### src/rtl/osr_pkg.sv
// ----------------------------------------------------------------------------
// osr_pkg: shared types and constants of the search ROM step unit
// Field widths, codes and the result record of the bit decision logic.
// ----------------------------------------------------------------------------
package osr_pkg;

  localparam int unsigned PAT_W   = 64;
  localparam int unsigned POS_W   = 7;
  localparam int unsigned CMD_W   = 8;
  localparam int unsigned IDX_W   = 6;
  localparam int unsigned ID_BITS = 64;

  localparam logic [CMD_W-1:0] CMD_RESET = 8'hF0;

  localparam logic FUNC_START = 1'b0;
  localparam logic FUNC_BIT   = 1'b1;

  localparam logic KIND_WRITE  = 1'b0;
  localparam logic KIND_REPORT = 1'b1;

  typedef struct packed {
    logic [PAT_W-1:0] pattern;
    logic [POS_W-1:0] run_dev;
    logic             chosen;
    logic             collision;
    logic             final_bit;
  } dec_t;

endpackage

### src/rtl/onewire_search_rom_step_unit.sv
// The first result of an item is registered and appears in the cycle after it
// is accepted. One bit item per cycle while the output is not stalled; a start
// item is followed by the command bits, the final bit item by the search report.
// The input is ready only when the output is free and no burst is pending.
// Reset clears the search state and out valid; the command register gets 0xF0.
// ----------------------------------------------------------------------------
// onewire_search_rom_step_unit: 1-Wire search ROM engine
// Sends the search command, decides id bits, reports the found ROM or an error.
// ----------------------------------------------------------------------------
module onewire_search_rom_step_unit (
  input  logic        clk_i,
  input  logic        rst_ni,
  input  logic        cfg_valid_i,
  output logic        cfg_ready_o,
  input  logic [7:0]  cfg_data_i,      // search_command
  input  logic        s_axis_tvalid,
  output logic        s_axis_tready,
  // start_pattern[63:0], last_deviation[70:64], bit_a[71], bit_b[72], zero[79:73]
  input  logic [79:0] s_axis_tdata,
  input  logic        s_axis_tuser,    // func
  output logic        m_axis_tvalid,
  input  logic        m_axis_tready,
  // write_bit[0], rom_pattern[64:1], new_deviation[71:65], error[72], zero[79:73]
  output logic [79:0] m_axis_tdata,
  output logic        m_axis_tuser,    // kind
  output logic        m_axis_tlast
);

  typedef enum logic [1:0] {
    BURST_NONE,
    BURST_CMD,
    BURST_REPORT
  } burst_e;

  localparam int unsigned PW = osr_pkg::PAT_W;
  localparam int unsigned DW = osr_pkg::POS_W;

  logic [osr_pkg::CMD_W-1:0] cmd_q;
  logic [PW-1:0]             pattern_q, pattern_d;
  logic [DW-1:0]             pos_q, pos_d;
  logic [DW-1:0]             prev_dev_q, prev_dev_d;
  logic [DW-1:0]             run_dev_q, run_dev_d;
  logic                      active_q, active_d;
  burst_e                    burst_q, burst_d;
  logic [2:0]                cmd_idx_q, cmd_idx_d;

  logic                      out_valid_q, out_valid_d;
  logic                      out_kind_q, out_kind_d;
  logic                      out_wbit_q, out_wbit_d;
  logic                      out_last_q, out_last_d;
  logic [PW-1:0]             out_pat_q, out_pat_d;
  logic [DW-1:0]             out_dev_q, out_dev_d;
  logic                      out_err_q, out_err_d;

  logic                      out_free;
  logic                      in_accept;
  logic                      in_func;
  logic [PW-1:0]             in_pattern;
  logic [DW-1:0]             in_dev;
  logic                      in_a;
  logic                      in_b;
  osr_pkg::dec_t             dec;

  assign in_func    = s_axis_tuser;
  assign in_pattern = s_axis_tdata[63:0];
  assign in_dev     = s_axis_tdata[70:64];
  assign in_a       = s_axis_tdata[71];
  assign in_b       = s_axis_tdata[72];

  assign out_free      = !out_valid_q || m_axis_tready;
  assign s_axis_tready = (burst_q == BURST_NONE) && out_free;
  assign in_accept     = s_axis_tvalid && s_axis_tready;
  assign cfg_ready_o   = 1'b1;

  osr_bit_decide u_decide (
    .pattern_i  (pattern_q),
    .pos_i      (pos_q),
    .prev_dev_i (prev_dev_q),
    .run_dev_i  (run_dev_q),
    .bit_a_i    (in_a),
    .bit_b_i    (in_b),
    .dec_o      (dec)
  );

  always_comb begin
    pattern_d   = pattern_q;
    pos_d       = pos_q;
    prev_dev_d  = prev_dev_q;
    run_dev_d   = run_dev_q;
    active_d    = active_q;
    burst_d     = burst_q;
    cmd_idx_d   = cmd_idx_q;
    out_valid_d = out_valid_q;
    out_kind_d  = out_kind_q;
    out_wbit_d  = out_wbit_q;
    out_last_d  = out_last_q;
    out_pat_d   = out_pat_q;
    out_dev_d   = out_dev_q;
    out_err_d   = out_err_q;

    if (out_free) begin
      out_valid_d = 1'b0;
    end

    if (in_accept) begin
      out_kind_d = osr_pkg::KIND_WRITE;
      out_wbit_d = 1'b0;
      out_last_d = 1'b1;
      out_pat_d  = '0;
      out_dev_d  = '0;
      out_err_d  = 1'b0;
      if (in_func == osr_pkg::FUNC_START) begin
        pattern_d   = in_pattern;
        prev_dev_d  = in_dev;
        pos_d       = DW'(1);
        run_dev_d   = '0;
        active_d    = 1'b1;
        out_valid_d = 1'b1;
        out_wbit_d  = cmd_q[0];
        out_last_d  = 1'b0;
        cmd_idx_d   = 3'd1;
        burst_d     = BURST_CMD;
      end else if (active_q) begin
        out_valid_d = 1'b1;
        if (dec.collision) begin
          active_d   = 1'b0;
          out_kind_d = osr_pkg::KIND_REPORT;
          out_pat_d  = pattern_q;
          out_err_d  = 1'b1;
        end else begin
          pattern_d  = dec.pattern;
          run_dev_d  = dec.run_dev;
          out_wbit_d = dec.chosen;
          if (dec.final_bit) begin
            active_d   = 1'b0;
            out_last_d = 1'b0;
            burst_d    = BURST_REPORT;
          end else begin
            pos_d = pos_q + DW'(1);
          end
        end
      end
    end else if (out_free) begin
      unique case (burst_q)
        BURST_CMD: begin
          out_valid_d = 1'b1;
          out_kind_d  = osr_pkg::KIND_WRITE;
          out_wbit_d  = cmd_q[cmd_idx_q];
          out_last_d  = (cmd_idx_q == 3'd7);
          out_pat_d   = '0;
          out_dev_d   = '0;
          out_err_d   = 1'b0;
          cmd_idx_d   = cmd_idx_q + 3'd1;
          if (cmd_idx_q == 3'd7) begin
            burst_d = BURST_NONE;
          end
        end
        BURST_REPORT: begin
          out_valid_d = 1'b1;
          out_kind_d  = osr_pkg::KIND_REPORT;
          out_wbit_d  = 1'b0;
          out_last_d  = 1'b1;
          out_pat_d   = pattern_q;
          out_dev_d   = run_dev_q;
          out_err_d   = 1'b0;
          burst_d     = BURST_NONE;
        end
        default: begin
          burst_d = BURST_NONE;
        end
      endcase
    end
  end

  always_ff @(posedge clk_i or negedge rst_ni) begin
    if (!rst_ni) begin
      cmd_q       <= osr_pkg::CMD_RESET;
      pattern_q   <= '0;
      pos_q       <= DW'(1);
      prev_dev_q  <= '0;
      run_dev_q   <= '0;
      active_q    <= 1'b0;
      burst_q     <= BURST_NONE;
      cmd_idx_q   <= '0;
      out_valid_q <= 1'b0;
    end else begin
      if (cfg_valid_i && cfg_ready_o) begin
        cmd_q <= cfg_data_i;
      end
      pattern_q   <= pattern_d;
      pos_q       <= pos_d;
      prev_dev_q  <= prev_dev_d;
      run_dev_q   <= run_dev_d;
      active_q    <= active_d;
      burst_q     <= burst_d;
      cmd_idx_q   <= cmd_idx_d;
      out_valid_q <= out_valid_d;
    end
  end

  always_ff @(posedge clk_i) begin
    out_kind_q <= out_kind_d;
    out_wbit_q <= out_wbit_d;
    out_last_q <= out_last_d;
    out_pat_q  <= out_pat_d;
    out_dev_q  <= out_dev_d;
    out_err_q  <= out_err_d;
  end

  assign m_axis_tvalid = out_valid_q;
  assign m_axis_tuser  = out_kind_q;
  assign m_axis_tlast  = out_last_q;
  assign m_axis_tdata  = {7'd0, out_err_q, out_dev_q, out_pat_q, out_wbit_q};

endmodule

### src/rtl/osr_bit_decide.sv
// ----------------------------------------------------------------------------
// osr_bit_decide: direction choice for one search ROM bit
// Applies the discrepancy rules to one id/complement pair and returns the
// updated pattern, running deviation, chosen bit and collision/final flags.
// ----------------------------------------------------------------------------
module osr_bit_decide (
  input  logic [osr_pkg::PAT_W-1:0] pattern_i,
  input  logic [osr_pkg::POS_W-1:0] pos_i,
  input  logic [osr_pkg::POS_W-1:0] prev_dev_i,
  input  logic [osr_pkg::POS_W-1:0] run_dev_i,
  input  logic                      bit_a_i,
  input  logic                      bit_b_i,
  output osr_pkg::dec_t             dec_o
);

  logic [osr_pkg::POS_W-1:0] pos_m1;
  logic [osr_pkg::IDX_W-1:0] idx;
  logic                      cur_bit;
  logic                      new_bit;
  logic [osr_pkg::POS_W-1:0] run_dev;

  assign pos_m1  = pos_i - osr_pkg::POS_W'(1);
  assign idx     = pos_m1[osr_pkg::IDX_W-1:0];
  assign cur_bit = pattern_i[idx];

  always_comb begin
    run_dev = run_dev_i;
    if (bit_a_i != bit_b_i) begin
      new_bit = bit_a_i;
    end else if (pos_i == prev_dev_i) begin
      new_bit = 1'b1;
    end else if (pos_i > prev_dev_i) begin
      new_bit = 1'b0;
      run_dev = pos_i;
    end else begin
      new_bit = cur_bit;
      if (!cur_bit) begin
        run_dev = pos_i;
      end
    end
  end

  always_comb begin
    dec_o.pattern      = pattern_i;
    dec_o.pattern[idx] = new_bit;
    dec_o.run_dev      = run_dev;
    dec_o.chosen       = new_bit;
    dec_o.collision    = bit_a_i & bit_b_i;
    dec_o.final_bit    = (pos_i >= osr_pkg::POS_W'(osr_pkg::ID_BITS));
  end

endmodule

### config.mk
export PLATFORM = sky130hd
export DESIGN_NAME = onewire_search_rom_step_unit
export DESIGN_NICKNAME = d
export VERILOG_FILES = /design/src/rtl/osr_pkg.sv /design/src/rtl/onewire_search_rom_step_unit.sv /design/src/rtl/osr_bit_decide.sv
export SDC_FILE = /design/constraint.sdc
export NUM_CORES = 1
export LEC_CHECK = 0
export BUFFER_PORTS_ARGS = -buffer_cell sky130_fd_sc_hd__buf_2
export CELL_PAD_IN_SITES_DETAIL_PLACEMENT = 1
export CELL_PAD_IN_SITES_GLOBAL_PLACEMENT = 2
export CORE_UTILIZATION = 35
export DETAILED_ROUTE_END_ITERATION = 7
export GPL_ROUTABILITY_DRIVEN = 0
export PLACE_DENSITY = 0.86
export REMOVE_ABC_BUFFERS = 1
export SLEW_MARGIN = 20
export SYNTH_ARGS = -nofsm -noshare
export SYNTH_HDL_FRONTEND = slang
export SYNTH_SLANG_ARGS = --single-unit
### constraint.sdc
create_clock -name clk_i -period 5.45 [get_ports clk_i]
set_clock_uncertainty 0.1 [all_clocks]
set_input_delay 0.2725 -clock clk_i [delete_from_list [all_inputs] [get_ports clk_i]]
set_output_delay 0.2725 -clock clk_i [all_outputs]
set_load 0.01 [all_outputs]
Word level (Yosys, flattened, before mapping)
Cells that the tools add are included.
W data, S select, Z words.
{ "word_totals": {"ff_bits": 175, "input_bits": 94, "word_cells": 136} }
{ "classes": {"add_sub_neg": 3, "order_cmp": 5, "n_eq_ne": 16, "n_mux": 74, "n_bitwise": 2, "reduce_logical": 21} }
{ "op_table": {"columns": ["operator", "n"], "rows": [
  ["$mux W64", 8],
  ["$pmux W64 S2", 1],
  ["$mux W7", 11],
  ["$bwmux W64", 1],
  ["$mux W1", 34],
  ["$mux W2", 8],
  ["$pmux W7 S2", 1],
  ["$mux W3", 4],
  ["$ne A3 B3 Y1 const B", 4],
  ["$ne A2 B2 Y1 const B", 5],
  ["$reduce_and A2 Y1", 4],
  ["$reduce_bool A2 Y1", 4],
  ["$add A7 B1 Y7 const B", 1],
  ["$eq A7 B7 Y1", 1],
  ["$ge A7 B7 Y1 const B", 1],
  ["$gt A7 B7 Y1", 1],
  ["$lt A6 B7 Y1 const B", 1],
  ["$bmux W1 S6", 1],
  ["$demux W1 S6", 1],
  ["$ge A6 B1 Y1 const B", 1],
  ["$pmux W1 S2", 3],
  ["$reduce_and A3 Y1", 2],
  ["$reduce_and A6 Y1", 1],
  ["$sub A6 B1 Y6 const B", 1],
  ["other kinds (19)", 21]
]} }

Depth between registers and ports, before layout
{ "logic_depth": {"depth_word": 10, "depth_mapped": 18, "depth_no_buf": 9} }

Hierarchy
A second synthesis with hierarchy kept.
{ "unflattened": {"cells_unflattened": 1087, "hier_area_um2": 10749.1} }
{ "modules_own_cells": {"columns": ["mod", "instances", "cells_per_inst", "area_each_um2", "seq_area_each_um2"], "rows": [
  ["onewire_search_rom_step_unit", 1, 638, 7608.5, 4690.7],
  ["osr_bit_decide", 1, 449, 3140.5, 0.0]
]} }

Least setup slack after synthesis
Ideal clock, no wire load.
{ "synth_timing": {"path_type": "register to register", "from": "register burst_q[0]", "to": "register out_last_q, in the netlist m_axis_tlast (enable)", "setup_ns": 0.492, "arrival_time_ns": 4.112, "required_ns": 4.858, "path_slack_ns": 0.746, "stages_incl_launch_ff": 8, "path_buffers": 1, "cell_sequence": "dfrtp_1 -> inv_1 -> ha_1 -> inv_1 -> nor3_1 -> clkbuf_1 -> nor3_1 -> nor2_1"} }
{ "synth_between": {"elab_chain_cells": 5, "word_cells_on_any_way": 8, "classes_between": "eq/ne: 2; reduce/logical: 6"} }
{ "synth_rtl": {"columns": ["element", "line_no", "source"], "rows": [
  ["start, declared", "onewire_search_rom_step_unit.sv:44", "burst_e burst_q, burst_d;"],
  ["start signal, assigned", "onewire_search_rom_step_unit.sv:195", "burst_q <= burst_d;"],
  ["$logic_not A2 Y1", "onewire_search_rom_step_unit.sv:71", "assign s_axis_tready = (burst_q == BURST_NONE) && out_free;"],
  ["$logic_and A1 B1 Y1", "onewire_search_rom_step_unit.sv:71", null],
  ["$logic_and A1 B1 Y1", "onewire_search_rom_step_unit.sv:72", "assign in_accept = s_axis_tvalid && s_axis_tready;"],
  ["$reduce_bool A3 Y1 (no line) / $reduce_bool A2 Y1 (equally long branches)", null, null],
  ["$reduce_and A2 Y1 (no line) (*)", null, null],
  ["end signal, assigned", "onewire_search_rom_step_unit.sv:204", "out_last_q <= out_last_d;"],
  ["end, declared", "onewire_search_rom_step_unit.sv:50", "logic out_last_q, out_last_d;"]
]} }
Every way passes the cells marked *; elsewhere a longest branch is shown, timed or not.
A chain may end at the register's enable or synchronous reset.

Worst setup path after layout
{ "layout_timing": {"from": "register pos_q[0]", "to": "register pattern_q[49]"} }
{ "layout_between": {"elab_chain_cells": 10, "word_cells_on_any_way": 17, "classes_between": "add/sub: 1; order compare: 3; eq/ne: 1; mux: 11; reduce/logical: 1"} }
{ "layout_rtl": {"columns": ["element", "line_no", "source"], "rows": [
  ["start, declared", "onewire_search_rom_step_unit.sv:40", "logic [DW-1:0] pos_q, pos_d;"],
  ["start signal, assigned", "onewire_search_rom_step_unit.sv:191", "pos_q <= pos_d;"],
  ["$sub A6 B1 Y6", "osr_bit_decide.sv:22", "assign pos_m1 = pos_i - osr_pkg::POS_W'(1);"],
  ["$bmux W1 S6", "osr_bit_decide.sv:24", "assign cur_bit = pattern_i[idx];"],
  ["$mux W1 (not written as such)", "osr_bit_decide.sv:24", null],
  ["$mux W1", "osr_bit_decide.sv:32", "end else if (pos_i > prev_dev_i) begin"],
  ["$mux W1", "osr_bit_decide.sv:30", "end else if (pos_i == prev_dev_i) begin"],
  ["$mux W1", "osr_bit_decide.sv:28", "if (bit_a_i != bit_b_i) begin"],
  ["$bwmux W64 (*)", "osr_bit_decide.sv:45", "dec_o.pattern[idx] = new_bit;"],
  ["$mux W64 (*)", "onewire_search_rom_step_unit.sv:125", "if (dec.collision) begin"],
  ["$mux W64 (*)", "onewire_search_rom_step_unit.sv:123", "end else if (active_q) begin"],
  ["$mux W64 (*)", "onewire_search_rom_step_unit.sv:112", "if (in_func == osr_pkg::FUNC_START) begin"],
  ["end signal, assigned", "onewire_search_rom_step_unit.sv:190", "pattern_q <= pattern_d;"],
  ["end, declared", "onewire_search_rom_step_unit.sv:39", "logic [PW-1:0] pattern_q, pattern_d;"]
]} }
Every way passes the cells marked *; elsewhere a longest branch is shown, timed or not. The select of a mux whose other input is x is not followed.

==> results_tabular.tex <==
\begin{tabular}{lr}
\hline
Metric & Value \\
\hline
\multicolumn{2}{l}{\textbf{Floorplan}} \\
\quad Die extent in x & between 150 and 200 um \\
\quad Die ar. & between 20000 and 30000 sq um \\
\quad Number of placed I/O pins & around 180 \\
\quad Standard-cell row count & 62 \\
\quad Initial core utilization & between 30 and 40\% \\
\quad Floorplan die height & 173 um \\
\quad Core area & between 20000 and 30000 sq um \\
\multicolumn{2}{l}{\textbf{Drt}} \\
\quad Count of unresolved DRC violations after routing & 0 \\
\quad Count of vias placed by the detailed router & a little under 9000 \\
\quad Final wirelength & 33.7 mm \\
\quad Post-detailed-route wirelength per cell & 20.8 um \\
\quad Starting DRC count in detailed routing & 553 \\
\quad Post-DRT Antenna Nets & 0 \\
\quad Avg Vias per Cell & 5.49 \\
\quad Number of iterations in the first detailed-routing pass & 5 \\
\multicolumn{2}{l}{\textbf{Timing}} \\
\quad Final total negative setup slack & 0 ps \\
\quad Fmax & $\sim$0.22 GHz \\
\quad Actual slew at the worst max-slew pin & 1040 ps \\
\quad Time the worst path needs with I/O delays and setup & around 4600 ps \\
\quad Final Hold Fails & 0 \\
\quad Fin crit share & 84.3\% \\
\quad Unrepaired setup endpoints after global routing & false \\
\quad Slew Viols, Final & 0 \\
\quad Worst max-slew margin expressed relative to the limit & 30.8\% \\
\quad Final Setup Violations & 0 \\
\quad Final critical-path setup slack & 856 ps \\
\multicolumn{2}{l}{\textbf{Clocking}} \\
\quad Clock Path Buffers & 2 \\
\quad Clock H-tree levels & 4 \\
\quad CTS resizes & 0 \\
\quad Sinks on Clock Net & 175 \\
\quad Source-to-sink clock delay at the later pin of the worst-skew pair & 440 ps \\
\quad TritonCTS Buffers & 17 \\
\quad Root buffer cell & sky130\_fd\_sc\_hd\_\_clkbuf\_16 \\
\quad Clock-pin slew on the worst setup and hold paths & 80 ps \\
\quad CTS tree & built \\
\multicolumn{2}{l}{\textbf{Synth}} \\
\quad Post-synthesis instance area & 10200 sq um \\
\quad Library cell occupying the most area in the post-synthesis netlist & sky130\_fd\_sc\_hd\_\_dfrtp\_1 \\
\quad Compound-gate portion of the synthesized area & between 20\% and 30\% \\
\quad Share of synthesized registers carrying an async set or reset & a little under three fifths \\
\quad Post-synthesis register bit count & 175 \\
\quad Part of the Yosys area used for sequential elements & 45.9\% \\
\quad Mapped Avg Cell Area & 9.44 sq um \\
\quad Leading post-synthesis cells by cell area & sky130\_fd\_sc\_hd\_\_dfrtp\_1 (23\%), sky130\_fd\_sc\_hd\_\_edfxtp\_1 (20\%), sky130\_fd\_sc\_hd\_\_o31a\_1 (5.4\%) \\
\quad Post-synthesis simple-gate area fraction & 19.5\% \\
\quad Cells after synthesis & 1082 \\
\quad Combinational family with the most area after synthesis & compound AO/OA/AOI/OAI gates \\
\quad Distinct cell type count after synthesis & between 60 and 70 \\
\quad Parity-gate share of the synthesized area counting xor and xnor cells & 0.833\% \\
\quad Number of enable-type register cells in the synthesized netlist & between 60 and 70 \\
\quad Fraction of post-synthesis cell area in the top cell type by area & 23.3\% \\
\quad Synth Warn \# & 0 \\
\quad Arithmetic-cell share of the synthesized area counting full adders, half adders and majority gates & 1.84\% \\
\quad Synth Flop Type & sky130\_fd\_sc\_hd\_\_dfrtp\_1 \\
\quad Mux cell area share after synthesis & 4.29\% \\
\multicolumn{2}{l}{\textbf{Cells and area}} \\
\quad Fill cell count & 3355 \\
\quad Sequential cell area & 4690 sq um \\
\quad Area occupied by multi-input gates & 5060 sq um \\
\quad Final core utilization & 42.1\% \\
\quad Share of final-layout standard cells stronger than drive strength 1 & 21.7\% \\
\quad Total Nets Final & 1333 \\
\quad Number of standard cells in the layout, taps in and fillers out & $\sim$1600 \\
\quad Area delta synth->final & 18.3\% \\
\multicolumn{2}{l}{\textbf{Global route}} \\
\quad First-pass GRT wire length & 53.0 mm \\
\quad Vias in the first global route & 9164 \\
\quad Overall routing resource usage & 22.6\% \\
\quad Maximum number of pins on one net before global-route repair & between 80 and 90 \\
\quad Number of antenna violations at the first check in global routing & 2 \\
\quad Total congestion overflow & 0 \\
\multicolumn{2}{l}{\textbf{Worst setup path}} \\
\quad Worst setup path end & pattern\_q[49] \\
\quad Most used cell along the critical path & sky130\_fd\_sc\_hd\_\_buf\_4 \\
\quad Critical path launch point type & register \\
\quad Critical path depth in cells & 11 \\
\quad Buffers and inverters on the worst path & 3 \\
\quad Cell with the largest stage delay on the worst path & sky130\_fd\_sc\_hd\_\_buf\_4 \\
\quad Arrival time worst endpoint & 4770 ps \\
\quad Crit path max-delay family & buffers and inverters \\
\quad Start point of the critical path & pos\_q[0] \\
\quad Endpoint kind of the worst setup timing path & register \\
\quad Register-to-Register Setup Slack & roughly 860 ps \\
\quad Crit path required time & 5630 ps \\
\quad Cells along the critical path & inv\_1, ha\_1, xor2\_2, buf\_4, mux2\_2, o211a\_1, a211oi\_1, or4\_1, o21a\_2, buf\_4, o21ai\_1 \\
\quad Worst reg2reg path depth & 11 \\
\quad CP max FO & 57 \\
\quad R2r startpoint & pos\_q[0] \\
\quad Kind of critical path & reg2reg \\
\quad Max incr delay on CP & around 650 ps \\
\quad Worst reg2reg endpoint & pattern\_q[49] \\
\multicolumn{2}{l}{\textbf{Worst hold path}} \\
\quad Worst hold path startpoint & s\_axis\_tdata[50] \\
\quad Worst min-delay path category & in2reg \\
\multicolumn{2}{l}{\textbf{Placed design}} \\
\quad Post-Place Setup Slack & 961 ps \\
\quad HPWL after detailed placement & approximately 23 mm \\
\quad Number of cells after detailed placement & 1573 \\
\quad Input/output buffers & 163 \\
\multicolumn{2}{l}{\textbf{Job}} \\
\quad Max\_cap viols & 0 \\
\multicolumn{2}{l}{\textbf{Power and ir drop}} \\
\quad Max VDD drop & 421 uV \\
\quad Overall power & between 0.006 and 0.007 W \\
\quad Leak pwr & 4.73 nW \\
\quad Pwr Density & 551 nW/um\^{}2 \\
\multicolumn{2}{l}{\textbf{Run status}} \\
\quad Run status & finished clean \\
\hline
\end{tabular}
## tightest hold or removal path: stages
cell and delay [ps]:
sky130_fd_sc_hd__buf_2 90, sky130_fd_sc_hd__nor2b_1 120, sky130_fd_sc_hd__o31ai_1 70, sky130_fd_sc_hd__o21ai_1 70
## worst min-delay path by stage
stage                     to  slack, ps  cells past startpoint
5_1_grt        pattern_q[52]        140                      4
3_5_place_dp   pattern_q[29]        240                      1
6_report       pattern_q[50]        120                      4
3_3_place_gp   pattern_q[29]        250                      1
2_1_floorplan      async pin       -120                      0
4_1_cts        pattern_q[50]        110                      4
## sequential cells by signal, indices dropped and copies added, names as in the netlist, named ones only
name and cells:
pos_q 7, burst_q 2, run_dev_q 7, out_wbit_q 1, m_axis_tlast 1, cmd_q 8, out_err_q 1, prev_dev_q 7
out_pat_q 64, cmd_idx_q 3, m_axis_tuser 1, out_dev_q 7, active_q 1, pattern_q 64
## report_power, final
group | total, W | internal (W) | switching [W]
registers | 0.00227 | 0.00190 | 0.000368
logic | 0.00314 | 0.00115 | 0.00198
clock network | 0.00125 | 0.000674 | 0.000577
## layer usage
metal  vias to the layer above  global-route usage (%)  share of wire [%]
li1                       4176                       -                  -
met1                      4467                    31.1                 47
met2                       226                    37.4                 48
met3                        34                    2.88                3.7
met4                         0                    6.64                1.7
met5                         -                       0                  0
## Yosys cell counts, drive strengths merged, types with 6 or more instances
| master | count |
|---|---|
| o21ai | 153 |
| nand2 | 109 |
| dfrtp | 95 |
| nor2 | 94 |
| nor2b | 74 |
| edfxtp | 68 |
| and2 | 66 |
| clkbuf | 65 |
| o31ai | 65 |
| o31a | 63 |
| buf | 26 |
| inv | 18 |
| nor3 | 17 |
| ha | 15 |
| mux2 | 12 |
| a21oi | 11 |
| nand3 | 11 |
| mux2i | 10 |
| o211ai | 10 |
| mux4 | 9 |
| nand4 | 8 |
| a22o | 7 |
| dfxtp | 7 |
| a31oi | 6 |
## per-stage QoR
step                      instance area, sq um  hold slack [ps]
after floorplan                           9780             -123
after global placement                   11300              253
after detailed placement                 11300              243
after CTS                                12100              106
after global routing                     12100              138
final                                    12100              118
## final cells by class
cell class / instances / area share [%]
tap: 384 / 3.97
sequential: 175 / 38.8
multi-input combinational: 804 / 41.8
clock inverter: 9 / 0.559
clock buffer: 23 / 4.23
inverter: 18 / 0.559
antenna: 1 / 0.0207
timing repair buffer: 208 / 10.0
## logic make-up (layout without fill, tap and decap cells)
| family | Yosys count | count (layout) |
|---|---|---|
| AOI/OAI and AO/OA | 341 | 341 |
| xor gates and xnor gates | 8 | 8 |
| adders and majority gates | 15 | 15 |
| buffers and inverters | 109 | 258 |
| DFF | 175 | 175 |
| muxes | 31 | 31 |
| other | 2 | 9 |
| and+or+nand+nor | 401 | 401 |
## cells in the final DEF, fill, tap and decap left out, types with 7 or more instances in the layout
cell type / n
sky130_fd_sc_hd__nor2_1: 93
sky130_fd_sc_hd__o31ai_1: 64
sky130_fd_sc_hd__ha_1: 15
sky130_fd_sc_hd__mux2_2: 12
sky130_fd_sc_hd__dlygate4sd3_1: 16
sky130_fd_sc_hd__nor3_1: 17
sky130_fd_sc_hd__edfxtp_1: 68
sky130_fd_sc_hd__dfxtp_1: 7
sky130_fd_sc_hd__nand2_1: 108
sky130_fd_sc_hd__nor2b_1: 74
sky130_fd_sc_hd__o21ai_0: 88
sky130_fd_sc_hd__a21oi_1: 11
sky130_fd_sc_hd__a22o_1: 7
sky130_fd_sc_hd__conb_1: 8
sky130_fd_sc_hd__inv_1: 18
sky130_fd_sc_hd__o31a_1: 63
sky130_fd_sc_hd__dfrtp_1: 95
sky130_fd_sc_hd__mux2i_1: 10
sky130_fd_sc_hd__clkbuf_16: 20
sky130_fd_sc_hd__nand4_1: 8
sky130_fd_sc_hd__buf_2: 161
sky130_fd_sc_hd__mux4_2: 9
sky130_fd_sc_hd__nand3_1: 11
sky130_fd_sc_hd__buf_4: 30
sky130_fd_sc_hd__and2_1: 65
sky130_fd_sc_hd__o21ai_1: 64
## timing repair
item,in CTS,in global routing
hold buffers,16,0
buffers inserted,0,0
setup endpoints to repair,0,0
endpoints found under the hold margin,57,0
No activity file was read; power rests on OpenSTA's default activity.
